File: config.mk
export PLATFORM = sky130hd
export DESIGN_NAME = seven_segment_scan_driver
export DESIGN_NICKNAME = d
export VERILOG_FILES = /design/src/rtl/ssd_pkg.sv /design/src/rtl/seven_segment_scan_driver.sv /design/src/rtl/ssd_front.sv /design/src/rtl/ssd_queue.sv /design/src/rtl/ssd_back.sv
export SDC_FILE = /design/constraint.sdc
export NUM_CORES = 1
export LEC_CHECK = 0
export BUFFER_PORTS_ARGS = -buffer_cell sky130_fd_sc_hd__buf_2
export CORE_UTILIZATION = 50
export CTS_BUF_LIST = sky130_fd_sc_hd__clkbuf_8
export DETAILED_ROUTE_END_ITERATION = 8
export PLACE_DENSITY = 0.74
export SLEW_MARGIN = 20
export SYNTH_ARGS = -nofsm -noshare
export SYNTH_HDL_FRONTEND = slang
export SYNTH_HIERARCHICAL = 1
export SYNTH_SLANG_ARGS = --single-unit
File: constraint.sdc
create_clock -name clk_i -period 9.5 [get_ports clk_i]
set_input_delay 1.9 -clock clk_i [delete_from_list [all_inputs] [get_ports clk_i]]
set_output_delay 1.9 -clock clk_i [all_outputs]
set_load 0.005 [all_outputs]
File: src/rtl/ssd_pkg.sv
// shared types, constants and the glyph lookup for the scan driver
// no dependencies
package ssd_pkg;

  localparam int unsigned SLOTS       = 4;
  localparam int unsigned SLOT_W      = 2;
  localparam int unsigned SEG_W       = 8;
  localparam int unsigned WORD_BITS   = 16;
  localparam int unsigned BIT_CNT_W   = 4;
  localparam int unsigned HOLD_W      = 16;
  localparam int unsigned QUEUE_DEPTH = 2;
  localparam int unsigned IN_DATA_W   = 40;
  localparam int unsigned OUT_DATA_W  = 8;

  localparam logic [HOLD_W-1:0]    HOLD_RESET = 16'd1500;
  localparam logic [SEG_W-1:0]     SELECT_ALL = 8'hFF;
  localparam logic [BIT_CNT_W-1:0] LAST_BIT   = 4'd15;

  localparam logic FUNC_TICK = 1'b0;
  localparam logic FUNC_SHOW = 1'b1;

  typedef logic [SLOTS-1:0][SEG_W-1:0] seg_row_t;

  // command passed from the front to the back
  typedef struct packed {
    logic     is_show;
    seg_row_t seg;
  } cmd_t;

  // queue read side towards the back
  typedef struct packed {
    logic valid;
    cmd_t cmd;
  } cmd_head_t;

  function automatic logic [SEG_W-1:0] glyph_for(input logic [7:0] ch, input logic dot);
    logic [SEG_W-1:0] g;
    begin
      case (ch)
        8'h30:   g = 8'hFC;
        8'h31:   g = 8'h60;
        8'h32:   g = 8'hDA;
        8'h33:   g = 8'hF2;
        8'h34:   g = 8'h66;
        8'h35:   g = 8'hB6;
        8'h36:   g = 8'hBE;
        8'h37:   g = 8'hE0;
        8'h38:   g = 8'hFE;
        8'h39:   g = 8'hF6;
        default: g = '0;
      endcase
      return g | {{(SEG_W-1){1'b0}}, dot};
    end
  endfunction

endpackage

File: src/rtl/seven_segment_scan_driver.sv
// top level of the four-digit seven-segment scan driver
// depends on ssd_pkg, ssd_front, ssd_queue and ssd_back
//
//  channel   | direction | moves
//  ----------+-----------+-----------------------------------------------
//  s_axis    | in        | show request (four chars + dots) or refresh tick
//  cfg       | in        | hold_ticks write, 16 bits
//  m_axis    | out       | one serial bit of the display word per request
//
// a refresh tick yields 16 output requests, one bit per cycle while the sink is
// ready; the serialiser is what sets the rate at which tick words are taken
// the next tick word loads in the cycle its predecessor's last bit leaves
// a show request is taken as soon as it heads the queue and does not disturb a running word
// reset is asynchronous and active low; no clearing pass is needed
// a two-entry queue lets input and output stall independently
module seven_segment_scan_driver #(
  parameter int unsigned DIGIT_COUNT = 4
) (
  input  logic                            clk_i,
  input  logic                            rst_ni,
  // input stream
  input  logic                            s_axis_tvalid,
  output logic                            s_axis_tready,
  // char_one[7:0], dot_one, char_two, dot_two, char_three, dot_three,
  // char_four, dot_four (bits 35:0), zero fill above
  input  logic [ssd_pkg::IN_DATA_W-1:0]   s_axis_tdata,
  // func: 0 refresh tick, 1 show
  input  logic [0:0]                      s_axis_tuser,
  // configuration write
  input  logic                            cfg_valid_i,
  output logic                            cfg_ready_o,
  input  logic [ssd_pkg::HOLD_W-1:0]      cfg_data_i,
  // output stream
  output logic                            m_axis_tvalid,
  input  logic                            m_axis_tready,
  // serial_data in bit 0, zero fill above
  output logic [ssd_pkg::OUT_DATA_W-1:0]  m_axis_tdata,
  // scan_slot
  output logic [ssd_pkg::SLOT_W-1:0]      m_axis_tuser,
  // latch_last, high on the sixteenth bit of a word
  output logic                            m_axis_tlast
);

  logic               q_full, push, pop;
  ssd_pkg::cmd_t      cmd;
  ssd_pkg::cmd_head_t head;

  // register writes are to happen only while idle, which the block itself does not enforce; ready is tied high
  assign cfg_ready_o   = 1'b1;
  assign s_axis_tready = !q_full;

  // front end: glyph conversion and classification
  ssd_front u_front (
    .s_axis_tvalid (s_axis_tvalid),
    .s_axis_tdata  (s_axis_tdata),
    .s_axis_tuser  (s_axis_tuser),
    .q_full_i      (q_full),
    .push_o        (push),
    .cmd_o         (cmd)
  );

  // decoupling queue
  ssd_queue u_queue (
    .clk_i  (clk_i),
    .rst_ni (rst_ni),
    .push_i (push),
    .cmd_i  (cmd),
    .full_o (q_full),
    .head_o (head),
    .pop_i  (pop)
  );

  // back end: hold timer, display buffers and serialiser
  ssd_back #(
    .DIGIT_COUNT (DIGIT_COUNT)
  ) u_back (
    .clk_i         (clk_i),
    .rst_ni        (rst_ni),
    .head_i        (head),
    .pop_o         (pop),
    .cfg_valid_i   (cfg_valid_i),
    .cfg_data_i    (cfg_data_i),
    .m_axis_tvalid (m_axis_tvalid),
    .m_axis_tready (m_axis_tready),
    .m_axis_tdata  (m_axis_tdata),
    .m_axis_tuser  (m_axis_tuser),
    .m_axis_tlast  (m_axis_tlast)
  );

endmodule

File: src/rtl/ssd_front.sv
// front end: takes input requests, converts characters to segment bytes
// depends on ssd_pkg
module ssd_front (
  input  logic                           s_axis_tvalid,
  input  logic [ssd_pkg::IN_DATA_W-1:0]  s_axis_tdata,
  input  logic [0:0]                     s_axis_tuser,
  input  logic                           q_full_i,
  output logic                           push_o,
  output ssd_pkg::cmd_t                  cmd_o
);

  assign push_o = s_axis_tvalid && !q_full_i;

  always_comb begin
    cmd_o.is_show = (s_axis_tuser[0] == ssd_pkg::FUNC_SHOW);
    // leftmost character sits in the lowest bits and drives slot three
    cmd_o.seg[3]  = ssd_pkg::glyph_for(s_axis_tdata[7:0],   s_axis_tdata[8]);
    cmd_o.seg[2]  = ssd_pkg::glyph_for(s_axis_tdata[16:9],  s_axis_tdata[17]);
    cmd_o.seg[1]  = ssd_pkg::glyph_for(s_axis_tdata[25:18], s_axis_tdata[26]);
    cmd_o.seg[0]  = ssd_pkg::glyph_for(s_axis_tdata[34:27], s_axis_tdata[35]);
  end

endmodule

File: src/rtl/ssd_queue.sv
// short command queue between front and back
// depends on ssd_pkg
module ssd_queue (
  input  logic               clk_i,
  input  logic               rst_ni,
  input  logic               push_i,
  input  ssd_pkg::cmd_t      cmd_i,
  output logic               full_o,
  output ssd_pkg::cmd_head_t head_o,
  input  logic               pop_i
);

  localparam int unsigned PtrW = $clog2(ssd_pkg::QUEUE_DEPTH);
  localparam int unsigned CntW = $clog2(ssd_pkg::QUEUE_DEPTH + 1);

  ssd_pkg::cmd_t  mem_q [ssd_pkg::QUEUE_DEPTH];
  logic [PtrW-1:0] wr_ptr_q, wr_ptr_d, rd_ptr_q, rd_ptr_d;
  logic [CntW-1:0] cnt_q, cnt_d;

  assign full_o       = (cnt_q == CntW'(ssd_pkg::QUEUE_DEPTH));
  assign head_o.valid = (cnt_q != '0);
  assign head_o.cmd   = mem_q[rd_ptr_q];

  function automatic logic [PtrW-1:0] ptr_inc(input logic [PtrW-1:0] p);
    begin
      return (p == PtrW'(ssd_pkg::QUEUE_DEPTH - 1)) ? '0 : p + PtrW'(1);
    end
  endfunction

  always_comb begin
    wr_ptr_d = push_i ? ptr_inc(wr_ptr_q) : wr_ptr_q;
    rd_ptr_d = pop_i  ? ptr_inc(rd_ptr_q) : rd_ptr_q;
    cnt_d    = cnt_q;
    if (push_i && !pop_i) begin
      cnt_d = cnt_q + CntW'(1);
    end else if (pop_i && !push_i) begin
      cnt_d = cnt_q - CntW'(1);
    end
  end

  always_ff @(posedge clk_i) begin
    if (push_i) begin
      mem_q[wr_ptr_q] <= cmd_i;
    end
  end

  always_ff @(posedge clk_i or negedge rst_ni) begin
    if (!rst_ni) begin
      wr_ptr_q <= '0;
      rd_ptr_q <= '0;
      cnt_q    <= '0;
    end else begin
      wr_ptr_q <= wr_ptr_d;
      rd_ptr_q <= rd_ptr_d;
      cnt_q    <= cnt_d;
    end
  end

endmodule

File: src/rtl/ssd_back.sv
// back end: display state, hold timer and 16-bit serialiser
// depends on ssd_pkg
module ssd_back #(
  parameter int unsigned DIGIT_COUNT = 4
) (
  input  logic                             clk_i,
  input  logic                             rst_ni,
  input  ssd_pkg::cmd_head_t               head_i,
  output logic                             pop_o,
  input  logic                             cfg_valid_i,
  input  logic [ssd_pkg::HOLD_W-1:0]       cfg_data_i,
  output logic                             m_axis_tvalid,
  input  logic                             m_axis_tready,
  output logic [ssd_pkg::OUT_DATA_W-1:0]   m_axis_tdata,
  output logic [ssd_pkg::SLOT_W-1:0]       m_axis_tuser,
  output logic                             m_axis_tlast
);

  logic [ssd_pkg::HOLD_W-1:0]    hold_ticks_q, hold_q, hold_d, hold_dec;
  ssd_pkg::seg_row_t             shown_q, shown_d, pending_q, pending_d;
  logic                          upd_q, upd_d, apply;
  logic [ssd_pkg::SLOT_W-1:0]    scan_q, scan_d, slot_q, slot_d;
  logic [ssd_pkg::WORD_BITS-1:0] word_q, word_d;
  logic [ssd_pkg::BIT_CNT_W-1:0] cnt_q, cnt_d;
  logic                          busy_q, busy_d;
  logic                          out_hs, last_hs, pop_tick, pop_show;
  logic [ssd_pkg::SEG_W-1:0]     upper;

  assign out_hs   = busy_q && m_axis_tready;
  assign last_hs  = out_hs && (cnt_q == ssd_pkg::LAST_BIT);
  assign pop_show = head_i.valid && head_i.cmd.is_show;
  assign pop_tick = head_i.valid && !head_i.cmd.is_show && (!busy_q || last_hs);
  assign pop_o    = pop_show || pop_tick;

  assign m_axis_tvalid = busy_q;
  assign m_axis_tdata  = {{(ssd_pkg::OUT_DATA_W-1){1'b0}}, word_q[0]};
  assign m_axis_tuser  = slot_q;
  assign m_axis_tlast  = (cnt_q == ssd_pkg::LAST_BIT);

  always_comb begin
    hold_dec  = (hold_q != '0) ? hold_q - ssd_pkg::HOLD_W'(1) : hold_q;
    apply     = upd_q && (hold_dec == '0);
    upper     = ssd_pkg::SELECT_ALL ^ (ssd_pkg::SEG_W'(3) << {scan_q, 1'b0});

    hold_d    = hold_q;
    shown_d   = shown_q;
    pending_d = pending_q;
    upd_d     = upd_q;
    scan_d    = scan_q;
    slot_d    = slot_q;
    word_d    = word_q;
    cnt_d     = cnt_q;
    busy_d    = busy_q;

    if (out_hs) begin
      word_d = {1'b0, word_q[ssd_pkg::WORD_BITS-1:1]};
      cnt_d  = cnt_q + ssd_pkg::BIT_CNT_W'(1);
      if (last_hs) begin
        busy_d = 1'b0;
      end
    end

    if (pop_show) begin
      pending_d = head_i.cmd.seg;
      upd_d     = 1'b1;
    end

    if (pop_tick) begin
      hold_d = hold_dec;
      if (apply) begin
        shown_d = pending_q;
        upd_d   = 1'b0;
        hold_d  = hold_ticks_q;
      end
      word_d = {upper, shown_d[scan_q]};
      cnt_d  = '0;
      busy_d = 1'b1;
      slot_d = scan_q;
      if ((ssd_pkg::SLOT_W+1)'(scan_q) + (ssd_pkg::SLOT_W+1)'(1)
          >= (ssd_pkg::SLOT_W+1)'(DIGIT_COUNT)) begin
        scan_d = '0;
      end else begin
        scan_d = scan_q + ssd_pkg::SLOT_W'(1);
      end
    end
  end

  always_ff @(posedge clk_i) begin
    word_q <= word_d;
  end

  always_ff @(posedge clk_i or negedge rst_ni) begin
    if (!rst_ni) begin
      hold_ticks_q <= ssd_pkg::HOLD_RESET;
      hold_q       <= '0;
      shown_q      <= '0;
      pending_q    <= '0;
      upd_q        <= 1'b0;
      scan_q       <= '0;
      slot_q       <= '0;
      cnt_q        <= '0;
      busy_q       <= 1'b0;
    end else begin
      if (cfg_valid_i) begin
        hold_ticks_q <= cfg_data_i;
      end
      hold_q    <= hold_d;
      shown_q   <= shown_d;
      pending_q <= pending_d;
      upd_q     <= upd_d;
      scan_q    <= scan_d;
      slot_q    <= slot_d;
      cnt_q     <= cnt_d;
      busy_q    <= busy_d;
    end
  end

endmodule

== Word level (Yosys, flattened, before mapping) ==
Memory sizes are Yosys's and may differ from the RTL's.
Cells that the tools add are included.
Word-level totals
  register bits after elaboration: 126
  bits in writable memories: 66
  word-level logic and storage cells: 128
  memories kept: 1
Operators by class
  $add $sub $neg: 8
  $lt $le $gt $ge: 2
  equal/unequal tests: 42
  shifts and indexed selects: 1
  multiplexer cells: 27
  bitwise operators: 5
  reduce and logical (&&, ||, !) cells: 23
Memories
  u_queue.mem_q: depth 2, width 33, read ports 1, clocked after memory_dff 0, wr ports 1, RTL line ssd_queue.sv:16  | ssd_pkg::cmd_t mem_q [ssd_pkg::QUEUE_DEPTH];
Operators by type and width (number)
  8-bit by 6-bit equality test with 1-bit output (second input constant): 40
  8-bit case mux with 10 select lines: 4
  16-bit 2-to-1 mux: 4
  32-bit 2-to-1 mux: 2
  8-bit by 1-bit bitwise OR with 8-bit output: 4
  8-bit binary-select mux with 2-bit select: 1
  16-bit logical NOT: 1
  16-bit nonzero test: 1
  16-bit by 1-bit subtractor with 16-bit output (second input constant): 1
  1-bit 2-to-1 mux: 10
  1-bit logical AND: 9
  4-bit 2-to-1 mux: 2
  8-bit 2-to-1 mux: 1
  8-bit inverter: 1
  2-bit nonzero test: 4
  2-bit by 3-bit left shift with 8-bit output (first input constant): 1
  2-bit 2-to-1 mux: 3
  1-bit logical NOT: 5
  2-bit by 1-bit adder with 2-bit output (second input constant): 2
  4-bit by 1-bit adder with 4-bit output (second input constant): 1
  4-bit equality test (second input constant): 1
  2-bit by 1-bit adder with 3-bit output (second input constant): 1
  3-bit >= comparator (second input constant): 1
  2-bit by 3-bit less-than comparator with 1-bit output (second input constant): 1
  other kinds (5): 7

== Longest topological paths before layout ==
  word-level depth: 9
  gate-level depth with buffers: 13

== By module ==
The synthesis kept the hierarchy.
Modules (own cells, without submodules)
  ssd_back: instances 1, cells an instance 546, area each 6083.3 sq um, sequential area each 3141.8 sq um
  ssd_queue: instances 1, cells an instance 119, area each 2722.6 sq um, sequential area each 2082.0 sq um
  ssd_front: instances 1, cells an instance 126, area each 894.6 sq um, sequential area each 0.0 sq um
  seven_segment_scan_driver: instances 1, cells an instance 3, area each 15.0 sq um, sequential area each 0.0 sq um

== Worst setup path before layout ==
Ideal clock, no wire load.
  kind: input -> register
  start point: input s_axis_tvalid
  end point: memory u_queue/mem_q[0][0] (netlist bit), enable pin
  setup time: 427 ps
  data arrival time: 3671 ps
  required time: 9073 ps
  setup slack: 5402 ps
  stages: 2
  cells stage by stage: nor2b_1 nor2b_1
Between the ends
  word-level cells in the longest chain between the ends: 3
Ends and longest elaborated chain
  start: declaration: RTL line seven_segment_scan_driver.sv:22  | input logic s_axis_tvalid,
  1-bit logical AND: RTL line ssd_front.sv:12  | assign push_o = s_axis_tvalid && !q_full_i;
  1-bit 2-to-1 mux: RTL line ssd_queue.sv:42  | if (push_i) begin
  1-bit 2-to-1 mux (implied by the code): RTL line ssd_queue.sv:43  | mem_q[wr_ptr_q] <= cmd_i;
  end: declaration: RTL line ssd_queue.sv:16
Every way passes these cells.

== Worst setup path in the final report ==
  start point: register u_back/hold_q[0] (netlist bit)
  end point: register u_back/word_q[1] (netlist bit), data pin
Between the ends
  word-level cells in the longest chain between the ends: 9
  elaborated cells between the ends (all ways): 10
Ends and longest elaborated chain
  start: declaration: RTL line ssd_back.sv:19  | logic [ssd_pkg::HOLD_W-1:0] hold_ticks_q, hold_q, hold_d, hold_dec;
  start signal: assignment: RTL line ssd_back.sv:107  | hold_q <= hold_d;
  16-bit by 1-bit subtractor with 16-bit output / 16-bit nonzero test (equally long branches): RTL line ssd_back.sv:41  | hold_dec = (hold_q != '0) ? hold_q - ssd_pkg::HOLD_W'(1) : hold_q;
  16-bit 2-to-1 mux *: RTL line ssd_back.sv:41
  16-bit logical NOT *: RTL line ssd_back.sv:42  | apply = upd_q && (hold_dec == '0);
  1-bit logical AND *: RTL line ssd_back.sv:42
  32-bit 2-to-1 mux *: RTL line ssd_back.sv:70  | if (apply) begin
  32-bit 2-to-1 mux *: RTL line ssd_back.sv:68  | if (pop_tick) begin
  8-bit binary-select mux with 2-bit select *: RTL line ssd_back.sv:75  | word_d = {upper, shown_d[scan_q]};
  8-bit 2-to-1 mux (implied by the code) *: RTL line ssd_back.sv:75
  16-bit 2-to-1 mux *: RTL line ssd_back.sv:68
  via u_back.word_d, one bit: RTL line ssd_back.sv:23  | logic [ssd_pkg::WORD_BITS-1:0] word_q, word_d;
  end signal: assignment: RTL line ssd_back.sv:89  | word_q <= word_d;
  end: declaration: RTL line ssd_back.sv:23
The timed path passes the listed nets; every way through them passes the cells marked *. The select of a mux whose other input is x is not followed.
A chain may end at the register's enable or synchronous reset.

==> reports/metrics.cfg <==
[status]
outcome = finished clean

[timing]
max_freq_ghz = 0.245
finalCritPeriodShare = 0.429
hold_violations = 0
slew_violations = 0
rsz0062_at_grt = false
finalSetupViolations = 0
fin_skew_ns = 0.0138
slew_headroom = 0.283
min_period_ns = 4.08
worst_pin_slew_ns = 1.08
fin_setup_tns_ns = 0

[detailed_routing]
drc = 0
dr.first_iter.drc_count = 405
viasPerCell = 5.61
num_vias = 6160
finalWirelength_um = 17200
ant_nets = 0
dr.pass1.iters = 5
wl_per_cell_um = 15.7

[setup_path]
reg2reg_slack_ns = 5.42
worstPathArrival_ns = 4.31
critical_path_required_ns = 9.73
start_kind = register
cp_max_fo = 23
end_kind = register
worstSetupPathType = reg -> reg

[synthesis]
synthArstFlopShare = 0.573
synth_flop_cell = dfrtp_1
synthCells = 794
yosys-top-cells-area = dfrtp_1 27%, edfxtp_1 25%, mux2_2 7.8%, mux2_4 4.5%, nand2_1 3.3%
ys_seq_area_frac = 0.538
synth_edf_count = 82
avgSynthCellArea_um2 = 12.2
yosys.area.top_type = dfrtp_1
ys_warn_count = 6
ys_types = 68
ys_ff_latch = 192
yosys.area.top_type_share = 0.265
synth_area_um2 = 9720

[global_route]
grt_pass1_vias = 5810
antenna_found_initial = 0
grt_first_pass_wirelength_um = 28600
grtUsageTotal = 0.183
grt_overflow_total = 0
grt_max_degree = 78

[floorplanning]
num_rows = 50
die_area_um2 = 20000
chipHeight_um = 141
core-area_um2 = 18900
pin_count = 76
die_x_um = 141
start_util = 0.514

[clocking]
post_cts_buffers = 0
numCtsBuffers = 17
cts.root.buffer_cell = clkbuf_8
ctsHoldBuffers = 0
cts_tree = yes
path_clk_slew_ns = 0.10
cts_resized = 0
cts_buffer_depth = 2
insertion_delay_ns = 0.48
cts_sinks = 192
h-tree-depth = 4

[run]
maxCapViolations = 0

[placed_design]
port_buffers = 63
hpwlAfterDp_um = 11300
place_congestion = 0.868

[power_and_ir_drop]
ir_worst_vdd_uv = 90.3
power_density_nw_per_um2 = 221
p_leak_nw = 4.16

[layout]
fin_util = 0.550
drive_gt1_frac = 0.290
diodes = 0
nets = 896
area_growth_pct = 7.01

[hold_path]
hold_path_class = reg -> reg

[worst paths after layout]
kind	start	end	cells after the start
setup / recovery	u_back/hold_q[0]	u_back/word_q[1]	9
hold / removal	u_back/m_axis_tuser[1]	u_back/m_axis_tuser[1]	2
setup reg to reg	u_back/hold_q[0]	u_back/word_q[1]	9
hold reg to reg	u_back/m_axis_tuser[1]	u_back/m_axis_tuser[1]	2
max in group asynchronous	rst_ni	u_queue/rd_ptr_q	2
min in group asynchronous	rst_ni	u_queue/wr_ptr_q	1
[cell usage in the layout, fill, tap and decap left out, types with 11 or more instances in the layout]
master	n
dfrtp_1	102
nand2_1	85
edfxtp_1	82
mux2_2	67
buf_2	62
nor2_1	44
a21oi_1	38
o21ai_0	32
mux2_4	29
inv_1	28
clkbuf_8	18
nor2b_1	13
a221o_1	12
nand2b_1	11
nor3_1	11
nand3_1	11
[kinds of logic (layout without fill, tap and decap cells)]
kind of cell	count (synthesis)	after routing	share of synthesized area
DFF	192	192	0.538
and+or+nand+nor	218	218	0.122
AOI/OAI and AO/OA	163	163	0.119
xor gates and xnor gates	10	10	0.0109
adders and majority gates	8	8	0.0103
buffers and inverters	94	132	0.0554
muxes	107	107	0.144
other	2	8	0.000773
[synth_stat cells, types with 5 or more instances]
library cell / count
xor2_1: 6
dfrtp_1: 103
buf_1: 5
o21ai_1: 5
o21a_1: 8
a2111oi_2: 5
a21o_1: 6
inv_1: 28
nand3_1: 11
nor2b_1: 14
nand2b_1: 11
a2bb2oi_1: 5
nor3_1: 11
a2111oi_0: 8
dfstp_2: 7
ha_1: 8
a21oi_1: 39
buf_2: 15
mux2_4: 29
buf_6: 7
mux4_2: 8
nor2_1: 44
clkbuf_1: 17
and3_1: 7
buf_4: 17
a221o_1: 12
nand4_1: 5
nand2_1: 85
edfxtp_1: 82
o31ai_1: 5
a32oi_1: 8
o21ai_0: 32
mux2_2: 67
[sequential cells by signal (all words and copies together), names as in the netlist]
| name | flops |
|---|---|
| u_back/upd_q | 1 |
| u_back/scan_q | 2 |
| u_queue/cnt_q | 2 |
| u_queue/mem_q | 66 |
| u_back/m_axis_tuser | 2 |
| u_back/shown_q | 32 |
| u_back/hold_q | 16 |
| u_back/hold_ticks_q | 16 |
| u_back/word_q | 16 |
| u_back/m_axis_tvalid | 1 |
| u_queue/wr_ptr_q | 1 |
| u_back/pending_q | 32 |
| u_queue/rd_ptr_q | 1 |
| u_back/cnt_q | 4 |
[where the power goes]
part / leakage [nW] / total (mW) / internal [mW] / switching [mW]
Sequential: 2.15 / 1.22 / 1.07 / 0.152
Combinational: 1.83 / 0.593 / 0.325 / 0.268
Clock: 0.178 / 0.487 / 0.192 / 0.295
Total: 4.16 / 2.30 / 1.59 / 0.715
[area by class of cell]
cell class | instances | area, um^2
clock inverters | 13 | 104
clock buffers | 18 | 248
multi-input cells | 514 | 4000
fillers | 1622 | 8500
flip-flops and latches | 192 | 5230
repair buffers | 72 | 385
inverters | 29 | 109
well taps | 260 | 325
[per-stage QoR]
| stage | power [mW] | std cells | worst slack (ns) | area, um^2 | hold WS [ns] |
|---|---|---|---|---|---|
| after floorplan | 1.70 | 800 | 5.40 | 9740 | 0.447 |
| after global placement | 1.81 | 1067 | 5.48 | 10000 | 0.464 |
| after detailed placement | 1.84 | 1067 | 5.44 | 10000 | 0.468 |
| after CTS | 2.32 | 1098 | 5.43 | 10400 | 0.488 |
| after global routing | 2.43 | 1098 | 5.18 | 10400 | 0.524 |
| final | 2.30 | 1098 | 5.42 | 10400 | 0.485 |
[routing by layer]
| layer | track usage | wire, um | vias up |
|---|---|---|---|
| met5 | 0 | 0 | - |
| met4 | 0.0538 | 248 | 0 |
| met3 | 0.0466 | 860 | 27 |
| met2 | 0.294 | 8180 | 156 |
| met1 | 0.246 | 7910 | 3025 |
| li1 | - | - | 2952 |
[worst max-delay path, stage by stage (launching register included)]
cell and delay (ns):
dfrtp_1 0.44, inv_1 0.12, ha_1 0.30, nor3b_4 0.44, a21oi_1 0.17, a2111oi_2 0.49, and3_1 0.54, nand3_4 0.39
mux4_2 0.59, a221o_1 0.34
No activity file was read; power rests on OpenSTA's default activity.
